$ cat src/hdl/csfm_pkg.sv
// shared types, constants and helpers for the caseless substring search
package csfm_pkg;

  localparam int NEEDLE_BYTES   = 16;
  localparam int CFG_DATA_BITS  = 64;
  localparam int CFG_INDEX_BITS = 2;
  localparam int LEN_BITS       = 5;
  localparam int OUT_POS_BITS   = 16;

  localparam logic [CFG_INDEX_BITS-1:0] REG_NEEDLE_LOW    = 2'd0;
  localparam logic [CFG_INDEX_BITS-1:0] REG_NEEDLE_HIGH   = 2'd1;
  localparam logic [CFG_INDEX_BITS-1:0] REG_NEEDLE_LENGTH = 2'd2;

  localparam logic [7:0] UPPER_A    = 8'h41;
  localparam logic [7:0] UPPER_Z    = 8'h5a;
  localparam logic [7:0] CASE_DELTA = 8'h20;

  typedef struct packed {
    logic valid;
    logic last;
    logic saturated;
  } stage_ctrl_t;

  function automatic logic [7:0] fold_byte(input logic [7:0] b);
    logic [7:0] c;
    c = b;
    if (b >= UPPER_A && b <= UPPER_Z) begin
      c = b + CASE_DELTA;
    end
    return c;
  endfunction

endpackage

$ cat src/hdl/csfm_if.sv
// beat channels for haystack bytes and search results
interface csfm_text_if;
  logic       valid;
  logic       ready;
  logic [7:0] text_byte;
  logic       end_of_text;

  modport source (output valid, output text_byte, output end_of_text, input ready);
  modport sink (input valid, input text_byte, input end_of_text, output ready);
endinterface

interface csfm_result_if;
  logic        valid;
  logic        ready;
  logic        found;
  logic [15:0] match_position;

  modport source (output valid, output found, output match_position, input ready);
  modport sink (input valid, input found, input match_position, output ready);
endinterface

$ cat src/hdl/csfm_window.sv
// input stage: case folding, byte window and per-haystack byte counter
module csfm_window #(
  parameter int MAX_NEEDLE    = 16,
  parameter int POSITION_BITS = 16
) (
  input  logic                         clk,
  input  logic                         rst,
  csfm_text_if.sink                    text,
  input  logic                         take,
  output csfm_pkg::stage_ctrl_t        ctrl,
  output logic [MAX_NEEDLE-1:0][7:0]   window,
  output logic [POSITION_BITS-1:0]     pos
);
  import csfm_pkg::*;

  logic                            accept;
  logic [POSITION_BITS-1:0]        bytes_seen;
  logic                            saturated_now;
  logic [MAX_NEEDLE-1:0][7:0]      window_next;

  assign text.ready    = !ctrl.valid || take;
  assign accept        = text.valid && text.ready;
  assign saturated_now = (bytes_seen == {POSITION_BITS{1'b1}});

  always_comb begin
    for (int i = MAX_NEEDLE - 1; i > 0; i--) begin
      window_next[i] = window[i-1];
    end
    window_next[0] = fold_byte(text.text_byte);
  end

  always_ff @(posedge clk) begin
    if (rst) begin
      ctrl.valid <= 1'b0;
      bytes_seen <= '0;
    end else if (accept) begin
      ctrl.valid     <= 1'b1;
      ctrl.last      <= text.end_of_text;
      ctrl.saturated <= saturated_now;
      if (text.end_of_text) begin
        bytes_seen <= '0;
      end else if (!saturated_now) begin
        bytes_seen <= bytes_seen + 1'b1;
      end
    end else if (take) begin
      ctrl.valid <= 1'b0;
    end
  end

  always_ff @(posedge clk) begin
    if (accept) begin
      window <= window_next;
      pos    <= bytes_seen;
    end
  end

endmodule

$ cat src/hdl/csfm_match.sv
// window compare against the needle, first-match tracking and result register
module csfm_match #(
  parameter int MAX_NEEDLE    = 16,
  parameter int POSITION_BITS = 16
) (
  input  logic                                 clk,
  input  logic                                 rst,
  input  csfm_pkg::stage_ctrl_t                ctrl,
  input  logic [MAX_NEEDLE-1:0][7:0]           window,
  input  logic [POSITION_BITS-1:0]             pos,
  input  logic [csfm_pkg::CFG_DATA_BITS-1:0]   needle_low,
  input  logic [csfm_pkg::CFG_DATA_BITS-1:0]   needle_high,
  input  logic [csfm_pkg::LEN_BITS-1:0]        needle_length,
  output logic                                 take,
  csfm_result_if.source                        result
);
  import csfm_pkg::*;

  localparam int SUM_BITS = ((POSITION_BITS > OUT_POS_BITS) ? POSITION_BITS : OUT_POS_BITS) + 1;

  logic [2*CFG_DATA_BITS-1:0]   needle_all;
  logic [MAX_NEEDLE-1:0][7:0]   needle;
  logic [LEN_BITS-1:0]          len;
  logic [MAX_NEEDLE:0]          match_by_len;
  logic                         window_match;
  logic [SUM_BITS-1:0]          pos_ext;
  logic [SUM_BITS-1:0]          len_ext;
  logic [SUM_BITS-1:0]          start;
  logic                         enough;
  logic                         hit;
  logic                         answered;
  logic                         out_valid;
  logic                         found;
  logic [OUT_POS_BITS-1:0]      match_position;

  assign needle_all = {needle_high, needle_low};

  always_comb begin
    for (int i = 0; i < MAX_NEEDLE; i++) begin
      needle[i] = fold_byte(needle_all[8*i +: 8]);
    end
  end

  assign len = (needle_length > LEN_BITS'(MAX_NEEDLE)) ? LEN_BITS'(MAX_NEEDLE) : needle_length;

  // one compare chain per possible needle length
  always_comb begin
    logic m;
    match_by_len[0] = 1'b1;
    for (int l = 1; l <= MAX_NEEDLE; l++) begin
      m = 1'b1;
      for (int i = 0; i < l; i++) begin
        if (window[l-1-i] != needle[i]) begin
          m = 1'b0;
        end
      end
      match_by_len[l] = m;
    end
  end

  always_comb begin
    window_match = 1'b0;
    for (int l = 0; l <= MAX_NEEDLE; l++) begin
      if (len == LEN_BITS'(l)) begin
        window_match = match_by_len[l];
      end
    end
  end

  assign pos_ext = SUM_BITS'(pos);
  assign len_ext = SUM_BITS'(len);
  assign enough  = (pos_ext + 1'b1) >= len_ext;
  // empty needle reports position zero
  assign start   = (len == '0) ? '0 : pos_ext + 1'b1 - len_ext;
  assign hit     = !answered && !ctrl.saturated && enough && window_match;

  assign take = ctrl.valid && (!out_valid || result.ready);

  always_ff @(posedge clk) begin
    if (rst) begin
      answered  <= 1'b0;
      out_valid <= 1'b0;
    end else begin
      if (take) begin
        out_valid <= hit || (ctrl.last && !answered);
        if (ctrl.last) begin
          answered <= 1'b0;
        end else if (hit) begin
          answered <= 1'b1;
        end
      end else if (result.ready) begin
        out_valid <= 1'b0;
      end
    end
  end

  always_ff @(posedge clk) begin
    if (take) begin
      found          <= hit;
      match_position <= hit ? start[OUT_POS_BITS-1:0] : '0;
    end
  end

  assign result.valid          = out_valid;
  assign result.found          = found;
  assign result.match_position = match_position;

  a_notfound_zero_pos: assert property (@(posedge clk) disable iff (rst)
    out_valid && !found |-> match_position == '0)
    else $error("not-found result with nonzero position");

  a_hit_sets_answered: assert property (@(posedge clk) disable iff (rst)
    take && hit && !ctrl.last |=> answered)
    else $error("match did not mark haystack answered");

  a_single_result: assert property (@(posedge clk) disable iff (rst)
    take && answered && !ctrl.last |=> !out_valid)
    else $error("second result for one haystack");

  a_miss_only_at_end: assert property (@(posedge clk) disable iff (rst)
    take && !hit && !ctrl.last |=> !out_valid)
    else $error("not-found result before end of haystack");

endmodule

$ cat src/hdl/caseless_substring_first_match_core.sv
// top level of the caseless first-match substring search
//
// text channel: one haystack byte per beat, end_of_text marks the last byte.
// result channel: exactly one beat per haystack, found with the start index
// of the first occurrence, or found low with position zero on the last byte.
// needle registers are written through cfg_write/cfg_index/cfg_data; the
// user must write them only while no haystack beat is in flight, as the
// block does not enforce it; index 0 and 1 hold needle bytes 0-7 and 8-15,
// index 2 the needle length (zero gives a match at position 0).
// each byte passes through the input register and then the result register
// around the parallel window compare; one byte per cycle is sustained while
// no pending result is stalled by the result sink.
// reset clears the needle, the byte counter and the match flag.
// when the result sink stalls, one more byte is held in the input register
// and then text.ready drops until the pending result is taken.
module caseless_substring_first_match_core #(
  parameter int MAX_NEEDLE    = 16,
  parameter int POSITION_BITS = 16
) (
  input  logic                                 clk,
  input  logic                                 rst,
  csfm_text_if.sink                            text,
  csfm_result_if.source                        result,
  input  logic                                 cfg_write,
  input  logic [csfm_pkg::CFG_INDEX_BITS-1:0]  cfg_index,
  input  logic [csfm_pkg::CFG_DATA_BITS-1:0]   cfg_data
);
  import csfm_pkg::*;

  logic [CFG_DATA_BITS-1:0]      needle_low;
  logic [CFG_DATA_BITS-1:0]      needle_high;
  logic [LEN_BITS-1:0]           needle_length;
  stage_ctrl_t                   ctrl;
  logic [MAX_NEEDLE-1:0][7:0]    window;
  logic [POSITION_BITS-1:0]      pos;
  logic                          take;

  always_ff @(posedge clk) begin
    if (rst) begin
      needle_low    <= '0;
      needle_high   <= '0;
      needle_length <= '0;
    end else if (cfg_write) begin
      unique case (cfg_index)
        REG_NEEDLE_LOW:    needle_low    <= cfg_data;
        REG_NEEDLE_HIGH:   needle_high   <= cfg_data;
        REG_NEEDLE_LENGTH: needle_length <= cfg_data[LEN_BITS-1:0];
        default: ;
      endcase
    end
  end

  csfm_window #(
    .MAX_NEEDLE    (MAX_NEEDLE),
    .POSITION_BITS (POSITION_BITS)
  ) u_window (
    .clk    (clk),
    .rst    (rst),
    .text   (text),
    .take   (take),
    .ctrl   (ctrl),
    .window (window),
    .pos    (pos)
  );

  csfm_match #(
    .MAX_NEEDLE    (MAX_NEEDLE),
    .POSITION_BITS (POSITION_BITS)
  ) u_match (
    .clk           (clk),
    .rst           (rst),
    .ctrl          (ctrl),
    .window        (window),
    .pos           (pos),
    .needle_low    (needle_low),
    .needle_high   (needle_high),
    .needle_length (needle_length),
    .take          (take),
    .result        (result)
  );

endmodule

$ cat src/flat_wrapper.sv
// flat-port wrapper written by rule: the top's interface ports become plain ports
module caseless_substring_first_match_core_flat import csfm_pkg::*;
#(
  parameter int MAX_NEEDLE    = 16,
  parameter int POSITION_BITS = 16
)
  (clk, rst, cfg_write, cfg_index, cfg_data, text_valid, text_text_byte, text_end_of_text, text_ready, result_valid, result_found, result_match_position, result_ready);
  csfm_text_if text_i ();
  csfm_result_if result_i ();
  input  logic clk;
  input  logic rst;
  input  logic cfg_write;
  input  logic [csfm_pkg::CFG_INDEX_BITS-1:0] cfg_index;
  input  logic [csfm_pkg::CFG_DATA_BITS-1:0] cfg_data;
  input wire logic [$bits(text_i.valid)-1:0] text_valid;
  input wire logic [$bits(text_i.text_byte)-1:0] text_text_byte;
  input wire logic [$bits(text_i.end_of_text)-1:0] text_end_of_text;
  output wire logic [$bits(text_i.ready)-1:0] text_ready;
  output wire logic [$bits(result_i.valid)-1:0] result_valid;
  output wire logic [$bits(result_i.found)-1:0] result_found;
  output wire logic [$bits(result_i.match_position)-1:0] result_match_position;
  input wire logic [$bits(result_i.ready)-1:0] result_ready;
  assign text_i.valid = text_valid;
  assign text_i.text_byte = text_text_byte;
  assign text_i.end_of_text = text_end_of_text;
  assign text_ready = text_i.ready;
  assign result_valid = result_i.valid;
  assign result_found = result_i.found;
  assign result_match_position = result_i.match_position;
  assign result_i.ready = result_ready;
  caseless_substring_first_match_core #(.MAX_NEEDLE(MAX_NEEDLE), .POSITION_BITS(POSITION_BITS)) u_core (.clk(clk), .rst(rst), .text(text_i), .result(result_i), .cfg_write(cfg_write), .cfg_index(cfg_index), .cfg_data(cfg_data));
endmodule
$ cat config.mk
export PLATFORM = sky130hd
export DESIGN_NAME = caseless_substring_first_match_core_flat
export DESIGN_NICKNAME = d
export VERILOG_FILES = /design/src/hdl/csfm_pkg.sv /design/src/hdl/csfm_if.sv /design/src/hdl/csfm_window.sv /design/src/hdl/csfm_match.sv /design/src/hdl/caseless_substring_first_match_core.sv /design/src/flat_wrapper.sv
export SDC_FILE = /design/constraint.sdc
export NUM_CORES = 1
export LEC_CHECK = 0
export BUFFER_PORTS_ARGS = -buffer_cell sky130_fd_sc_hd__buf_4
export CAP_MARGIN = 10
export CORE_ASPECT_RATIO = 1.75
export CORE_MARGIN = 4
export CORE_UTILIZATION = 56
export DETAILED_ROUTE_END_ITERATION = 7
export PLACE_DENSITY = 0.71
export SYNTH_ARGS = -nofsm -noshare
export SYNTH_HDL_FRONTEND = slang
export SYNTH_SLANG_ARGS = --single-unit
$ cat constraint.sdc
create_clock -name clk -period 6.2 [get_ports clk]
set_input_delay 0.62 -clock clk [delete_from_list [all_inputs] [get_ports clk]]
set_output_delay 0.62 -clock clk [all_outputs]
set_load 0.1 [all_outputs]
==> results of run 1 <==
==> layer usage <==
layer | GRT overflow | global-route usage
met1 | 2 | 0.6545
met2 | 118 | 0.8776
met3 | 3 | 0.3762
met4 | 92 | 0.6477
met5 | 0 | 0.04352
==> per-stage QoR <==
step | instance area, um2 | setup slack [ns] | utilization | std cells
floorplan | 27630 | 0.1112 | - | 3295
global placement | 29240 | 1.512 | 0.6000 | 3899
detailed placement | 29250 | 1.420 | 0.6002 | 3899
CTS | 30340 | 1.391 | 0.6226 | 3957
==> cell families after synthesis <==
family	after synthesis	share of synthesized area
flip-flops	315	0.2872
XOR/XNOR	1018	0.3226
AO/OA/AOI/OAI	500	0.1255
buffers and inverters	405	0.05958
multiplexers	7	0.002536
adder cells (fa/ha/maj)	25	0.01159
AND/OR/NAND/NOR	1025	0.1909
==> results.json, run 1 <==
{
  "status": "did not finish",
  "failed_stage": "global routing (5_1_grt)",
  "firstError": "[ERROR GRT-0116] Global routing finished with congestion. Check the congestion regions in the DRC Viewer.",
  "synth-seq-area-share": 0.2872,
  "cts_buffer_depth": 3,
  "grt_pass1_wl_um": 250500,
  "synth_top_cells_by_count": "xnor2_1, xor2_1, nand2_1, clkbuf_1, a21oi_1",
  "grt_pass1_vias": 31308,
  "hold_buffers": 0,
  "post-cts-setup-buffers": 0,
  "die_y_um": 301.9,
  "clkSinkCount": 315,
  "yosys.area.top_type_share": 0.1867,
  "die-width_um": 175.9,
  "cts_inserted_buffers": 31,
  "synth_most_common_cell": "xnor2_1",
  "yosysUniqueCellTypes": 95,
  "rows": 107,
  "mappedNetlistArea_um2": 27630,
  "grt_usage": 0.6413,
  "grt_max_degree": 82,
  "yosysTopAreaCell": "xnor2_1",
  "syn_avg_cell_area_um2": 8.387,
  "clockRootBuffer": "clkbuf_16",
  "synthTopCellsByArea": "xnor2_1, edfxtp_1, xor2_1",
  "syn-num-nets": 3400,
  "htree_levels": 1,
  "start_util": 0.5671,
  "ios": 99,
  "ys_warn_count": 0,
  "synth_top_flop_cell": "edfxtp_1",
  "synth_cells": 3295,
  "place_congestion": 1.291,
  "io_buffers": 98,
  "place_hpwl_um": 116000,
  "post_cts_resized": 0,
  "overflow": 215,
  "synth_edf_count": 163,
  "synth_async_sr_flop_share": 0,
  "synth-seq-cells": 315
}
==> run 2, diff against run 1 <==
CORE_ASPECT_RATIO = default   (was 1.75)
CORE_UTILIZATION = 40   (was 56)
PLACE_DENSITY = default   (was 0.71)
PLACE_DENSITY_LB_ADDON = 0.15   (was default)
==> run 2 against run 1 <==
Against the previous run:
- area after synthesis stayed put
- the run now ends clean
- synthesized cell count stayed put
==> results.json, run 2 <==
{
  "antenna_found_initial": 6,
  "cts.clk_slew.worst_paths_ns": 0.06,
  "synth-seq-area-share": 0.2872,
  "p_per_area_nw_per_um2": 214.7,
  "vdd_drop_max_v": 0.0002463,
  "die-width_um": 270.8,
  "ant_nets": 0,
  "drive_above_1_share": 0.1339,
  "use_met3": 0.1833,
  "cts_tree": "yes",
  "coreArea_um2": 68590,
  "reg_top3": "u_core.u_window.window: 128 flops, u_core.needle_high: 64 flops, u_core.needle_low: 64 flops",
  "dp.cells": 4206,
  "largest_register_ffs": 128,
  "synthTopCellsByArea": "xnor2_1, edfxtp_1, xor2_1",
  "hold_buffers": 0,
  "start_util": 0.4029,
  "p_leak_nw": 11.06,
  "place_congestion": 1.129,
  "synth_top_family_by_area": "XOR/XNOR gates",
  "yosys.area.top_type_share": 0.1867,
  "relSlewSlack": 0.05773,
  "clock_skew_ns": 0.04915,
  "htree_levels": 2,
  "drv_cap": 0,
  "io_buffers": 98,
  "cp-end-kind": "flip-flop",
  "yosys.area_share.simple": 0.1909,
  "clockRootBuffer": "clkbuf_16",
  "final_common_cell": "xnor2_1",
  "synth_xor_area_frac": 0.3226,
  "syn-num-nets": 3400,
  "regMostFlops": "u_core.u_window.window",
  "synth_compound_area_frac": 0.1255,
  "synth-seq-cells": 315,
  "min_period_ns": 5.352,
  "fin_tns_setup_ns": 0,
  "crit_required_ns": 6.52,
  "yosysUniqueCellTypes": 95,
  "synth_mux_area_frac": 0.002536,
  "die_y_um": 270.8,
  "min_path_type": "in2reg",
  "synth_cells": 3295,
  "synth_top_flop_cell": "edfxtp_1",
  "grt_usage": 0.4386,
  "post_drt_wl_per_cell_um": 39.13,
  "mappedNetlistArea_um2": 27630,
  "use_met1": 0.6073,
  "hold_viol_final": 0,
  "critical_path.max_fanout": 17,
  "final_core_util": 0.4550,
  "rsz0062_at_grt": "false",
  "die-area_um2": 73350,
  "fmax_mhz": 186.9,
  "synth_edf_count": 163,
  "overflow": 0,
  "design_power_total_mw": 6.701,
  "cts_buffer_depth": 3,
  "grt_busiest_layer": "met1",
  "tightest_slew_ns": 1.413,
  "setup_viol_count_final": 0,
  "rows": 96,
  "fillCellCount": 6839,
  "post-cts-setup-buffers": 0,
  "areaGrowthSynthToFinish_pct": 12.94,
  "hold_depth": 1,
  "reg2regPathDepth": 13,
  "ys_warn_count": 0,
  "cp.arrival_ns": 5.67,
  "route.detailed.drc": 0,
  "vias": 28778,
  "synthAdderAreaFrac": 0.01159,
  "nets": 3422,
  "fin_cells": 4280,
  "critical_path_class": "reg2reg",
  "firstDrtPassIters": 7,
  "grt_max_degree": 94,
  "ios": 99,
  "drt-vias-per-instance": 6.724,
  "min_period_over_period": 0.8632,
  "synth_most_common_cell": "xnor2_1",
  "yosysTopAreaCell": "xnor2_1",
  "cts_inserted_buffers": 39,
  "syn_avg_cell_area_um2": 8.387,
  "insertion_delay_ns": 0.63,
  "first_iter_violations": 5026,
  "synth_top_cells_by_count": "xnor2_1, xor2_1, nand2_1, clkbuf_1, a21oi_1",
  "start_kind": "flip-flop",
  "slew_viol_final": 0,
  "place_hpwl_um": 123800,
  "status": "completed",
  "use_met2": 0.5788,
  "mostFrequentLayoutCells": "xnor2_1, xor2_1, nand2_1, buf_4, a21oi_1",
  "grt_pass1_wl_um": 226100,
  "clkSinkCount": 315,
  "post_cts_resized": 0,
  "synth_async_sr_flop_share": 0,
  "grt_pass1_vias": 26901,
  "drt_wl_total_um": 167500
}
==> run 2: cell counts after synthesis <==
No cell type changed its count.
==> run 2: area by class of cell <==
cell class | instances | area [um2] | area share
clock buffers | 50 | 1122 | 0.03596
inverters | 68 | 260.3 | 0.008339
well taps | 931 | 1165 | 0.03733
multi-input cells | 2575 | 18100 | 0.5801
flip-flops and latches | 315 | 7938 | 0.2543
diodes | 2 | 5.005 | 0.0001604
clock inverters | 21 | 214.0 | 0.006856
repair buffers | 318 | 2401 | 0.07694
==> run 2: final timing paths <==
path	from	to	slack, ns
setup / recovery	u_core.needle_low[22]$_SDFFE_PP0P_	u_core.u_match.result.match_position[5]$_SDFFCE_PP0P_	0.85
hold / removal	text_text_byte[1]	u_core.u_window.window[1]$_DFFE_PP_	0.23
hold reg to reg	u_core.needle_high[18]$_SDFFE_PP0P_	u_core.needle_high[18]$_SDFFE_PP0P_	0.48
setup reg to reg	u_core.needle_low[22]$_SDFFE_PP0P_	u_core.u_match.result.match_position[5]$_SDFFCE_PP0P_	0.85
==> run 2: metal layers <==
layer	wire length [um]	vias to the layer above
met3	26150	593
met1	68190	14106
li1	-	11530
met4	10900	2
met2	62230	2547
met5	11	-
==> run 2: worst max-delay path, cell delays in order (launching register included) <==
cell      delay [ns]
dfxtp_1         0.63
ha_1            0.35
nor3_1          0.46
o221ai_1        0.41
nand2_1         0.82
xnor2_1         0.13
nand4_1         0.17
nor4_1          0.07
or3_1           0.34
a21oi_1         0.55
a21oi_1         0.17
buf_4           0.21
o211ai_4        0.57
nor3_1          0.16
==> run 2: logic make-up after synthesis <==
kind of cell,count (synthesis)
buf+inv,405
compound gates,500
fa+ha+maj,25
xor+xnor,1018
mux,7
simple gates,1025
flops,315
==> run 2: stage by stage <==
step | hold WS [ns] | worst slack (ns) | cell area (um2)
3_3_place_gp | 0.4458 | 1.155 | 29840
3_5_place_dp | 0.4689 | 1.144 | 29860
2_1_floorplan | 0.4206 | 0.1112 | 27630
5_1_grt | 0.2271 | 0.8929 | 31200
4_1_cts | 0.2043 | 1.109 | 31200
6_report | 0.2263 | 0.8483 | 31210
==> run 2: power by group <==
group          internal (mW)  switching (mW)  leakage (nW)
sequential              2.30           0.303          2.84
clock                   1.35            1.09         0.648
combinational          0.583            1.08          7.58
total                   4.24            2.46          11.1
No activity file was read; power rests on OpenSTA's default activity.
